===== src/design/arith_encode_step_defines.svh =====
// assertion macros shared by the arithmetic encoder rtl
// depends on nothing; included by modules that carry assertions
`ifndef ARITH_ENCODE_STEP_DEFINES_SVH
`define ARITH_ENCODE_STEP_DEFINES_SVH

// same-cycle implication, checked out of reset
`define AES_ASSERT_NOW(label, clk, rst_n, ante, cons) \
    label: assert property (@(posedge clk) disable iff (!rst_n) (ante) |-> (cons)) \
        else $error("arith encoder check failed");

// next-cycle implication, checked out of reset
`define AES_ASSERT_NEXT(label, clk, rst_n, ante, cons) \
    label: assert property (@(posedge clk) disable iff (!rst_n) (ante) |=> (cons)) \
        else $error("arith encoder check failed");

`endif


===== src/design/aes_pkg.sv =====
// shared constants, controller/datapath command and status types, helpers
// depends on nothing
package aes_pkg;

    localparam int CODE_BITS_DEF      = 16;
    localparam int UNDERFLOW_BITS_DEF = 16;
    localparam int MAX_RESULTS        = 17;
    localparam int COUNT_W            = 14;
    localparam int FOLLOW_W           = 17;
    localparam logic [FOLLOW_W-1:0] FOLLOW_MAX = '1;

    typedef struct packed {
        logic capture;
        logic mul_load;
        logic sel_lo;
        logic div_step;
        logic store_qh;
        logic bound_update;
        logic renorm_step;
        logic push_flush;
        logic push_empty;
        logic push_final;
    } t_dp_cmd;

    typedef struct packed {
        logic is_flush;
        logic zero_scale;
        logic div_last;
        logic renorm_stop;
        logic iter_last;
        logic out_free;
    } t_dp_status;

    // clamp a run length to the width of the follow field
    function automatic logic [FOLLOW_W-1:0] sat_follow(input logic [32:0] v);
        logic [FOLLOW_W-1:0] r;
        if (v > 33'(FOLLOW_MAX)) begin
            r = FOLLOW_MAX;
        end else begin
            r = v[FOLLOW_W-1:0];
        end
        return r;
    endfunction

endpackage


===== src/design/aes_ctrl.sv =====
// sequencing state machine of the arithmetic encoder
// depends on aes_pkg; drives the datapath through t_dp_cmd
module aes_ctrl
    import aes_pkg::*;
(
    input  logic       i_clk,
    input  logic       i_rst_n,
    input  logic       i_valid,
    output logic       o_ready,
    input  t_dp_status i_status,
    output t_dp_cmd    o_cmd
);

    typedef enum logic [10:0] {
        S_IDLE   = 11'b00000000001,
        S_DECODE = 11'b00000000010,
        S_FLUSH  = 11'b00000000100,
        S_EMPTY  = 11'b00000001000,
        S_MUL_HI = 11'b00000010000,
        S_DIV_HI = 11'b00000100000,
        S_MUL_LO = 11'b00001000000,
        S_DIV_LO = 11'b00010000000,
        S_UPDATE = 11'b00100000000,
        S_RENORM = 11'b01000000000,
        S_FINISH = 11'b10000000000
    } t_state;

    t_state r_state, n_state;

    always_ff @(posedge i_clk) begin
        if (!i_rst_n) begin
            r_state <= S_IDLE;
        end else begin
            r_state <= n_state;
        end
    end

    assign o_ready = (r_state == S_IDLE);

    always_comb begin
        n_state = r_state;
        o_cmd   = '0;
        case (r_state)
            S_IDLE: begin
                if (i_valid) begin
                    o_cmd.capture = 1'b1;
                    n_state       = S_DECODE;
                end
            end
            S_DECODE: begin
                if (i_status.is_flush) begin
                    n_state = S_FLUSH;
                end else if (i_status.zero_scale) begin
                    n_state = S_EMPTY;
                end else begin
                    n_state = S_MUL_HI;
                end
            end
            S_FLUSH: begin
                if (i_status.out_free) begin
                    o_cmd.push_flush = 1'b1;
                    n_state          = S_IDLE;
                end
            end
            S_EMPTY: begin
                if (i_status.out_free) begin
                    o_cmd.push_empty = 1'b1;
                    n_state          = S_IDLE;
                end
            end
            S_MUL_HI: begin
                o_cmd.mul_load = 1'b1;
                n_state        = S_DIV_HI;
            end
            S_DIV_HI: begin
                o_cmd.div_step = 1'b1;
                if (i_status.div_last) begin
                    o_cmd.store_qh = 1'b1;
                    n_state        = S_MUL_LO;
                end
            end
            S_MUL_LO: begin
                o_cmd.mul_load = 1'b1;
                o_cmd.sel_lo   = 1'b1;
                n_state        = S_DIV_LO;
            end
            S_DIV_LO: begin
                o_cmd.div_step = 1'b1;
                o_cmd.sel_lo   = 1'b1;
                if (i_status.div_last) begin
                    n_state = S_UPDATE;
                end
            end
            S_UPDATE: begin
                o_cmd.bound_update = 1'b1;
                n_state            = S_RENORM;
            end
            S_RENORM: begin
                // one shift per cycle, paced by the output register
                if (i_status.out_free) begin
                    if (i_status.renorm_stop) begin
                        n_state = S_FINISH;
                    end else begin
                        o_cmd.renorm_step = 1'b1;
                        if (i_status.iter_last) begin
                            n_state = S_FINISH;
                        end
                    end
                end
            end
            S_FINISH: begin
                if (i_status.out_free) begin
                    o_cmd.push_final = 1'b1;
                    n_state          = S_IDLE;
                end
            end
            default: begin
                n_state = S_IDLE;
            end
        endcase
    end

endmodule


===== src/design/aes_dp.sv =====
// datapath: bounds, multiplier, serial divider, renormalizer, result register
// depends on aes_pkg and arith_encode_step_defines.svh; commanded by aes_ctrl
`include "arith_encode_step_defines.svh"

module aes_dp
    import aes_pkg::*;
#(
    parameter int CODE_BITS      = CODE_BITS_DEF,
    parameter int UNDERFLOW_BITS = UNDERFLOW_BITS_DEF
) (
    input  logic                i_clk,
    input  logic                i_rst_n,
    input  t_dp_cmd             i_cmd,
    output t_dp_status          o_status,
    input  logic                i_req,
    input  logic [COUNT_W-1:0]  i_low_count,
    input  logic [COUNT_W-1:0]  i_high_count,
    input  logic [COUNT_W-1:0]  i_total_scale,
    input  logic                i_out_ready,
    output logic                o_out_valid,
    output logic                o_has_bits,
    output logic                o_lead_bit,
    output logic [FOLLOW_W-1:0] o_follow_count,
    output logic                o_last
);

    localparam int CB  = CODE_BITS;
    localparam int UB  = UNDERFLOW_BITS;
    localparam int PW  = CB + 1 + COUNT_W;      // product and dividend width
    localparam int DCW = $clog2(PW);
    localparam int ITW = $clog2(CB);
    localparam int EW  = $clog2(MAX_RESULTS + 1);

    // coder state
    logic [CB-1:0] r_low, n_low, r_high, n_high;
    logic [UB-1:0] r_pend, n_pend;
    // captured item
    logic               r_req;
    logic [COUNT_W-1:0] r_lc, r_hc, r_scale;
    // divider
    logic [PW-1:0]      r_dvd, n_dvd;
    logic [COUNT_W-1:0] r_rem, n_rem;
    logic [DCW-1:0]     r_div_cnt, n_div_cnt;
    logic [CB-1:0]      r_qh;
    // renormalizer
    logic [ITW-1:0]      r_iter, n_iter;
    logic [EW-1:0]       r_emit_cnt, n_emit_cnt;
    logic                r_hold_valid, n_hold_valid;
    logic                r_hold_lead, n_hold_lead;
    logic [FOLLOW_W-1:0] r_hold_follow, n_hold_follow;
    // result register
    logic                r_out_valid, n_out_valid;
    logic                r_out_has, n_out_has;
    logic                r_out_lead, n_out_lead;
    logic [FOLLOW_W-1:0] r_out_follow, n_out_follow;
    logic                r_out_last, n_out_last;

    logic [CB:0]        rng;
    logic [PW-1:0]      product;
    logic [COUNT_W:0]   rem_sh;
    logic               q_bit;
    logic               top_eq, uf_case, emit, out_free;
    logic [CB-1:0]      low_m, high_m;

    assign out_free = !r_out_valid || i_out_ready;
    assign rng      = {1'b0, r_high - r_low} + (CB+1)'(1);
    assign product  = PW'(rng) * PW'(i_cmd.sel_lo ? r_lc : r_hc);

    // restoring division, one quotient bit per cycle
    assign rem_sh = {r_rem, r_dvd[PW-1]};
    assign q_bit  = (rem_sh >= {1'b0, r_scale});

    assign top_eq  = (r_high[CB-1] == r_low[CB-1]);
    assign uf_case = !top_eq && r_low[CB-2] && !r_high[CB-2];
    assign emit    = top_eq && (r_emit_cnt < EW'(MAX_RESULTS));

    always_comb begin
        low_m  = r_low;
        high_m = r_high;
        if (uf_case) begin
            low_m[CB-2]  = 1'b0;
            high_m[CB-2] = 1'b1;
        end
    end

    always_comb begin
        o_status.is_flush    = r_req;
        o_status.zero_scale  = (r_scale == '0);
        o_status.div_last    = (r_div_cnt == DCW'(PW - 1));
        o_status.renorm_stop = !top_eq && !uf_case;
        o_status.iter_last   = (r_iter == ITW'(CB - 1));
        o_status.out_free    = out_free;
    end

    always_comb begin
        n_low         = r_low;
        n_high        = r_high;
        n_pend        = r_pend;
        n_dvd         = r_dvd;
        n_rem         = r_rem;
        n_div_cnt     = r_div_cnt;
        n_iter        = r_iter;
        n_emit_cnt    = r_emit_cnt;
        n_hold_valid  = r_hold_valid;
        n_hold_lead   = r_hold_lead;
        n_hold_follow = r_hold_follow;
        n_out_valid   = r_out_valid && !i_out_ready;
        n_out_has     = r_out_has;
        n_out_lead    = r_out_lead;
        n_out_follow  = r_out_follow;
        n_out_last    = r_out_last;

        if (i_cmd.capture) begin
            n_iter       = '0;
            n_emit_cnt   = '0;
            n_hold_valid = 1'b0;
        end

        if (i_cmd.mul_load) begin
            n_dvd     = product;
            n_rem     = '0;
            n_div_cnt = '0;
        end

        if (i_cmd.div_step) begin
            n_rem     = q_bit ? COUNT_W'(rem_sh - {1'b0, r_scale}) : COUNT_W'(rem_sh);
            n_dvd     = {r_dvd[PW-2:0], q_bit};
            n_div_cnt = r_div_cnt + DCW'(1);
        end

        if (i_cmd.bound_update) begin
            // low quotient is left in the dividend register
            n_high = r_low + r_qh - CB'(1);
            n_low  = r_low + r_dvd[CB-1:0];
        end

        if (i_cmd.renorm_step) begin
            n_iter = r_iter + ITW'(1);
            n_low  = {low_m[CB-2:0], 1'b0};
            n_high = {high_m[CB-2:0], 1'b1};
            if (top_eq) begin
                n_pend = '0;
                if (emit) begin
                    // previous emission is now known not to be the last one
                    if (r_hold_valid) begin
                        n_out_valid  = 1'b1;
                        n_out_has    = 1'b1;
                        n_out_lead   = r_hold_lead;
                        n_out_follow = r_hold_follow;
                        n_out_last   = 1'b0;
                    end
                    n_hold_valid  = 1'b1;
                    n_hold_lead   = r_high[CB-1];
                    n_hold_follow = sat_follow(33'(r_pend));
                    n_emit_cnt    = r_emit_cnt + EW'(1);
                end
            end else if (uf_case && (r_pend != '1)) begin
                n_pend = r_pend + UB'(1);
            end
        end

        if (i_cmd.push_flush) begin
            n_out_valid  = 1'b1;
            n_out_has    = 1'b1;
            n_out_lead   = r_low[CB-2];
            n_out_follow = sat_follow(33'(r_pend) + 33'd1);
            n_out_last   = 1'b1;
            n_low        = '0;
            n_high       = '1;
            n_pend       = '0;
        end

        if (i_cmd.push_empty || i_cmd.push_final) begin
            n_out_valid  = 1'b1;
            n_out_last   = 1'b1;
            n_out_has    = 1'b0;
            n_out_lead   = 1'b0;
            n_out_follow = '0;
            if (i_cmd.push_final && r_hold_valid) begin
                n_out_has    = 1'b1;
                n_out_lead   = r_hold_lead;
                n_out_follow = r_hold_follow;
            end
            n_hold_valid = 1'b0;
        end
    end

    always_ff @(posedge i_clk) begin
        if (!i_rst_n) begin
            r_low        <= '0;
            r_high       <= '1;
            r_pend       <= '0;
            r_div_cnt    <= '0;
            r_iter       <= '0;
            r_emit_cnt   <= '0;
            r_hold_valid <= 1'b0;
            r_out_valid  <= 1'b0;
        end else begin
            r_low        <= n_low;
            r_high       <= n_high;
            r_pend       <= n_pend;
            r_div_cnt    <= n_div_cnt;
            r_iter       <= n_iter;
            r_emit_cnt   <= n_emit_cnt;
            r_hold_valid <= n_hold_valid;
            r_out_valid  <= n_out_valid;
        end
    end

    always_ff @(posedge i_clk) begin
        if (i_cmd.capture) begin
            r_req   <= i_req;
            r_lc    <= i_low_count;
            r_hc    <= i_high_count;
            r_scale <= i_total_scale;
        end
        if (i_cmd.store_qh) begin
            r_qh <= n_dvd[CB-1:0];
        end
        r_dvd         <= n_dvd;
        r_rem         <= n_rem;
        r_hold_lead   <= n_hold_lead;
        r_hold_follow <= n_hold_follow;
        r_out_has     <= n_out_has;
        r_out_lead    <= n_out_lead;
        r_out_follow  <= n_out_follow;
        r_out_last    <= n_out_last;
    end

    assign o_out_valid    = r_out_valid;
    assign o_has_bits     = r_out_has;
    assign o_lead_bit     = r_out_lead;
    assign o_follow_count = r_out_follow;
    assign o_last         = r_out_last;

    `AES_ASSERT_NEXT(a_flush_resets, i_clk, i_rst_n, i_cmd.push_flush,
        (r_low == '0) && (r_high == '1) && (r_pend == '0))
    `AES_ASSERT_NEXT(a_rem_below_scale, i_clk, i_rst_n, i_cmd.div_step, r_rem < r_scale)
    `AES_ASSERT_NOW(a_hold_counted, i_clk, i_rst_n, r_hold_valid, r_emit_cnt != '0)

endmodule


===== src/design/arith_encode_step.sv =====
// arithmetic encoder top: aes_ctrl sequencer and aes_dp datapath, constants from aes_pkg
// encode item: multiply and bit-serial divide for the high bound, then for the low bound,
// bounds update, up to CODE_BITS renormalization shifts and the final result push;
// flush and zero-scale items push their one result straight after decoding
// one item at a time, ready the cycle after its last result loads; full output stalls shifts
// synchronous active-low reset: low 0, high all ones, no pending underflow bits
module arith_encode_step
    import aes_pkg::*;
#(
    parameter int CODE_BITS      = CODE_BITS_DEF,
    parameter int UNDERFLOW_BITS = UNDERFLOW_BITS_DEF
) (
    input  logic        i_clk,
    input  logic        i_rst_n,
    input  logic        s_axis_tvalid,
    output logic        s_axis_tready,
    input  logic [47:0] s_axis_tdata,   // low_count[13:0], high_count[13:0], total_scale[13:0]
    input  logic        s_axis_tuser,   // req_type
    output logic        m_axis_tvalid,
    input  logic        m_axis_tready,
    output logic [23:0] m_axis_tdata,   // lead_bit, follow_count[16:0]
    output logic        m_axis_tuser,   // has_bits
    output logic        m_axis_tlast
);

    t_dp_cmd             cmd;
    t_dp_status          status;
    logic                lead_bit;
    logic [FOLLOW_W-1:0] follow_count;

    aes_ctrl u_ctrl (
        .i_clk    (i_clk),
        .i_rst_n  (i_rst_n),
        .i_valid  (s_axis_tvalid),
        .o_ready  (s_axis_tready),
        .i_status (status),
        .o_cmd    (cmd)
    );

    aes_dp #(
        .CODE_BITS      (CODE_BITS),
        .UNDERFLOW_BITS (UNDERFLOW_BITS)
    ) u_dp (
        .i_clk          (i_clk),
        .i_rst_n        (i_rst_n),
        .i_cmd          (cmd),
        .o_status       (status),
        .i_req          (s_axis_tuser),
        .i_low_count    (s_axis_tdata[13:0]),
        .i_high_count   (s_axis_tdata[27:14]),
        .i_total_scale  (s_axis_tdata[41:28]),
        .i_out_ready    (m_axis_tready),
        .o_out_valid    (m_axis_tvalid),
        .o_has_bits     (m_axis_tuser),
        .o_lead_bit     (lead_bit),
        .o_follow_count (follow_count),
        .o_last         (m_axis_tlast)
    );

    assign m_axis_tdata = {6'b0, follow_count, lead_bit};

endmodule


===== config.mk =====
export PLATFORM = sky130hd
export DESIGN_NAME = arith_encode_step
export DESIGN_NICKNAME = d
export VERILOG_FILES = /design/src/design/aes_pkg.sv /design/src/design/aes_ctrl.sv /design/src/design/aes_dp.sv /design/src/design/arith_encode_step.sv
export VERILOG_INCLUDE_DIRS = /design/src /design/src/design
export SDC_FILE = /design/constraint.sdc
export NUM_CORES = 1
export LEC_CHECK = 0
export BUFFER_PORTS_ARGS = -buffer_cell sky130_fd_sc_hd__buf_2
export CAP_MARGIN = 20
export CORE_MARGIN = 8
export CORE_UTILIZATION = 55
export CTS_CLUSTER_DIAMETER = 50
export DETAILED_ROUTE_END_ITERATION = 16
export MAX_ROUTING_LAYER = met4
export PLACE_DENSITY = 0.72
export RECOVER_POWER = 50
export SKIP_CTS_REPAIR_TIMING = 1
export SLEW_MARGIN = 20
export SYNTH_ARGS = -nofsm -noshare
export SYNTH_HDL_FRONTEND = slang
export SYNTH_SLANG_ARGS = --single-unit

===== constraint.sdc =====
create_clock -name i_clk -period 9.02 [get_ports i_clk]
set_input_delay 0.451 -clock i_clk [delete_from_list [all_inputs] [get_ports i_clk]]
set_output_delay 0.451 -clock i_clk [all_outputs]
set_load 0.05 [all_outputs]

Word-level counts from Yosys, hierarchy flattened:

Cells that the tools add are included.

* add/subtract/negate cells: 11
* multiply operators: 1
* $lt $le $gt $ge: 3
* eq/ne operators: 21
* mux-type cells: 79
* bitwise gates (word level): 1
* reductions and logical operators: 36

Operators with widths (count)
* 2-to-1 mux 17 bit: 7
* 2-to-1 mux 16 bit: 7
* case mux 11 bit (9 select lines): 1
* 2-to-1 mux 11 bit: 8
* 2-to-1 mux 31 bit: 2
* 2-to-1 mux 14 bit: 4
* 2-to-1 mux 1 bit: 41
* 2-to-1 mux 5 bit: 7
* adder 16 x 1 -> 17 bit (second input constant): 2
* > comparator 33 x 17 -> 1 bit (second input constant): 1
* adder 16 bit: 2
* multiplier 17 x 31 -> 31 bit: 1
* adder 16 x 1 -> 16 bit (second input constant): 1
* != test 16 bit (second input constant): 1
* subtractor 16 x 1 -> 16 bit (second input constant): 1
* subtractor 16 bit: 1
* >= comparator 15 x 14 -> 1 bit: 1
* zero test 14 bit: 1
* subtractor 14 bit: 1
* nonzero test 3 bit: 4
* OR reduction 2 bit: 6
* equality test 11 x 1 -> 1 bit (second input constant): 1
* equality test 11 x 10 -> 1 bit (second input constant): 1
* equality test 11 bit (second input constant): 1
* other kinds (28): 49

* bits in registers: 216
* input bits: 53

Logic depth before layout (Yosys ltp):

* depth after elaboration: 12
* gate-level depth with buffers: 33
* gate-level depth less buffers: 33

Hierarchy:

From an unflattened synthesis, not the netlist that was laid out.

* cell total of the unflattened synthesis: 2219
* area, all modules: 20527.2 sq um

Modules (own cells, without submodules)
* aes_dp: times used 1, cells each 2116, area an instance 19620.1 sq um, sequential area each 5345.1 sq um
* aes_ctrl: times used 1, cells each 95, area an instance 850.8 sq um, sequential area each 220.2 sq um
* arith_encode_step: times used 1, cells each 8, area an instance 56.3 sq um, sequential area each 0.0 sq um

Worst setup path before layout:

Ideal clock, no wire load.

* path kind: register -> register
* start: register u_dp.r_low[0]
* end: register u_dp.r_dvd[28] (data pin)
* arrival time: 8076 ps
* data required time: 8764 ps
* setup slack: 688 ps
* stages on the path, launching flop included: 31
* path buffers: 0
* clock period less this slack: 8332 ps
* cells stage by stage: dfxtp_1 ha_1 inv_1 fa_1 a211oi_1 a2bb2oi_1 nand4_1 nor4_1 and2b_1 xor2_2 nor2_1 fa_1 inv_1 fa_1 inv_1 fa_1 fa_1 fa_1 inv_1 fa_1 inv_1 ha_1 o21ai_0 a21oi_1 nand4_1 o211ai_1 o221ai_1 o21ai_0 nor4_1 a311o_1 a22o_1

* word-level cells in the longest chain between the ends: 5

RTL lines
* start: declaration: RTL line aes_dp.sv:35 `logic [CB-1:0] r_low, n_low, r_high, n_high;`
* start signal: assignment: RTL line aes_dp.sv:199 `r_low <= n_low;`
* subtractor 16 bit: RTL line aes_dp.sv:66 `assign rng = {1'b0, r_high - r_low} + (CB+1)'(1);`
* adder 16 x 1 -> 17 bit: RTL line aes_dp.sv:66
* multiplier 17 x 31 -> 31 bit: RTL line aes_dp.sv:67 `assign product = PW'(rng) * PW'(i_cmd.sel_lo ? r_lc : r_hc);`
* 2-to-1 mux 31 bit: RTL line aes_dp.sv:119 `if (i_cmd.mul_load) begin`
* 2-to-1 mux 31 bit: RTL line aes_dp.sv:125 `if (i_cmd.div_step) begin`
* via u_dp.n_dvd[28]: RTL line aes_dp.sv:41 `logic [PW-1:0] r_dvd, n_dvd;`
* end signal: assignment: RTL line aes_dp.sv:220 `r_dvd <= n_dvd;`
* end: declaration: RTL line aes_dp.sv:41

The timed path passes the listed nets, and every way through them passes these cells. The select of a mux whose other input is x is not followed.
A chain may end at the register's enable or synchronous reset.

Final worst setup path:

* start: register u_dp.r_low[1]
* end: register u_dp.r_dvd[28] (data pin)

Same word-level chain as after synthesis.

==> impl_metrics.toml <==
[outcome]
status = "complete, but fails checks"
failed_checks = "max-capacitance violations, max-slew violations"

[cells_and_area]
post-route-util_pct = 61.9
mostFrequentLayoutCells = "293 x inv_1, 252 x nand2_1, 196 x nor2_1"
synthToLayoutAreaGrowth_pct = 10.8
diodes = 0
final_common_cell = "inv_1"
drive_gt1_share_pct = 9.73
finalInstanceArea_mm2 = 0.0220
nNetsFinal = 2659
fillCellCount = 2982

[timing]
clock.fmax_ghz = 0.116
worstMarginPinSlew_ns = 2.53
min_period_over_period_pct = 95.4
hold_violations = 0
slew_viol_final = 100
post-route-min-period_ns = 8.61
fin_skew_ns = 0.0352
hold_slack_ns = 0.0453
fin_ws_ns = 0.414
slew-limit-headroom_pct = -70.6
setup_viol = 0

[place]
dp_hpwl_um = 37400
place_worst_setup_slack_ns = 0.164
place_congestion = 0.938
port_buffers = 68
place_area_mm2 = 0.0210

[route]
route.vias.total = 15754
routed_wl_um = 47900
wl_per_cell_um = 17.5
via_per_inst = 5.76
firstDrtPassIters = 6
postRouteAntennaNets = 0
drc = 0
first_iter_violations = 1076

[power_and_ir_drop]
ir_drop_v = 0.000151
cellPowerDensity_mw_per_mm2 = 115
p_leak_nw = 9.66

[critical_path]
critical_path.max_fanout = 5
arrival_ns = 8.93
cp.required_ns = 9.34
startpoint_type = "flop"
cp_common_cell = "fa_1"
end_kind = "flop"
path_class = "flop to flop"
critPathMaxStageDelay_ns = 0.55
slowest_stage = "fa_1"
r2r_cells = 30

[logic_synthesis]
synth-seq-cells = 216
yosys_warnings = 0
synth.avg_cell_area_um2 = 9.24
syn_inst = 2150
seq_area_frac_synth_pct = 28.0
synthArstFlopShare_pct = 0
synth_cell_type_count = 83
syn_area_mm2 = 0.0199
synth_edf_count = 124
synth-main-ff-cell = "edfxtp_1"

[die]
start_util_pct = 55.9
fp.dieW_um = 206
rows = 69
fp.coreArea_mm2 = 0.0356
io-pin-count = 81
dieArea_mm2 = 0.0425
die_height_um = 206

[grt]
grt_pass1_vias = 15808
grt_use_total_pct = 22.9
antenna_found_initial = 0
grt.overflow.total = 0
grt_max_degree = 44
grt_pass1_wl_um = 77400

[run]
drv_cap = 3

[cts]
cts_root_buf = "clkbuf_16"
clock_path_buffers = 3
cts_buffers = 28
clk_pin_slew_ns = 0.06
cts_tree = "built"
numClockSinks = 216
clk-insertion-delay-late_ns = 0.58
htreeDepth = 1

[min_path]
hold_class = "input port to flop"
whs_path_depth = 1
[path summary, 6_finish.rpt]
| path | to | slack, ns | start |
|---|---|---|---|
| max | u_dp.r_dvd[28]$_DFFE_PP_ | 0.41 | u_dp.r_low[1]$_SDFFE_PP0P_ |
| min | u_dp.r_scale[7]$_DFFE_PP_ | 0.05 | s_axis_tdata[35] |
| max reg2reg | u_dp.r_dvd[28]$_DFFE_PP_ | 0.41 | u_dp.r_low[1]$_SDFFE_PP0P_ |
| min reg2reg | u_dp.o_last$_SDFFE_PP1P_ | 0.47 | u_dp.o_last$_SDFFE_PP1P_ |
[per-layer routing]
metal / up-vias / track usage [%] / routed length (µm)
met5: - / - / 0
met4: 0 / 8.82 / 1830
met3: 101 / 2.59 / 2730
met2: 506 / 39.1 / 23600
met1: 7713 / 27.7 / 19700
li1: 7434 / - / -
[where the power goes]
group / leakage [nW] / internal [W] / switching (W)
combinational: 7.36 / 0.000116 / 0.000218
clock: 0.448 / 0.000643 / 0.000446
sequential: 1.86 / 0.00108 / 0.0000216
total: 9.66 / 0.00184 / 0.000686
[metrics by stage]
stage	total power (W)	std cells	setup TNS, ns
after global placement	0.00144	2675	0
final	0.00253	2733	0
after floorplan	0.00136	2155	0
after detailed placement	0.00145	2675	0
after global routing	0.00263	2733	-0.00273
after CTS	0.00255	2727	0
[cells by family (layout without fill, tap and decap cells)]
group / after synthesis / in the layout / share of synthesized area [%]
AND/OR/NAND/NOR: 683 / 683 / 16.2
AO/OA/AOI/OAI: 368 / 368 / 11.7
buffers and inverters: 362 / 479 / 7.10
adder cells (fa/ha/maj): 356 / 356 / 29.2
flip-flops: 216 / 216 / 28.0
XOR/XNOR: 118 / 118 / 5.28
multiplexers: 46 / 46 / 2.42
other: 1 / 6 / 0.0189
[Yosys cell counts (9+ instances only)]
cell type  count  share of area (%)
or2_2         10               0.31
o211ai_1      18               0.68
a221oi_1      13               0.57
and2_1        35                1.1
mux2i_1       30                1.5
xnor2_1       74                3.3
and3_1        15               0.47
a21oi_1       95                2.4
nor2b_1       14               0.44
a21o_1        25               0.94
fa_1         181                 18
buf_2         17               0.43
or3_1          9               0.28
o21ai_0      105                2.6
nor4_1         9               0.28
a211oi_1       9               0.34
a31oi_1       14               0.44
a22oi_1       29                1.1
xor2_1        42                1.9
nor2_1       196                3.7
nor3_1        28               0.71
inv_1        293                5.5
nand2b_1      18               0.57
clkbuf_1      42               0.79
nand3b_1      18               0.68
ha_1         175                 11
nand4_1       18               0.57
nand2_1      253                4.8
mux2_2        16               0.91
dfxtp_1       92                9.3
nand3_1       27               0.68
edfxtp_1     124                 19
[area by class of cell]
cell class | instances | area [µm²] | share of cell area [%]
multi-input cells | 1577 | 13100 | 59.3
flip-flops and latches | 216 | 5570 | 25.3
inverters | 294 | 1100 | 5.01
repair buffers | 133 | 782 | 3.55
clock buffers | 38 | 778 | 3.53
well taps | 461 | 577 | 2.62
clock inverters | 14 | 148 | 0.670
[critical path: cells and delay by family, from the launching register on]
| family | cells | cell delay, ns |
|---|---|---|
| xor+xnor | 2 | 0.67 |
| buf+inv | 5 | 0.37 |
| compound gates | 9 | 1.97 |
| fa+ha+maj | 8 | 3.73 |
| simple gates | 6 | 1.18 |
| flops | 1 | 0.43 |
[state kept, by name, indices dropped and copies added, names as in the netlist, 4 cells and up]
name                 count
u_ctrl.r_state          11
u_dp.o_follow_count     17
u_dp.r_div_cnt           5
u_dp.r_dvd              31
u_dp.r_emit_cnt          5
u_dp.r_hc               14
u_dp.r_high             16
u_dp.r_hold_follow      16
u_dp.r_iter              4
u_dp.r_lc               14
u_dp.r_low              16
u_dp.r_pend             16
u_dp.r_qh               16
u_dp.r_rem              14
u_dp.r_scale            14
Note: power is estimated with default switching activity, not from simulation.
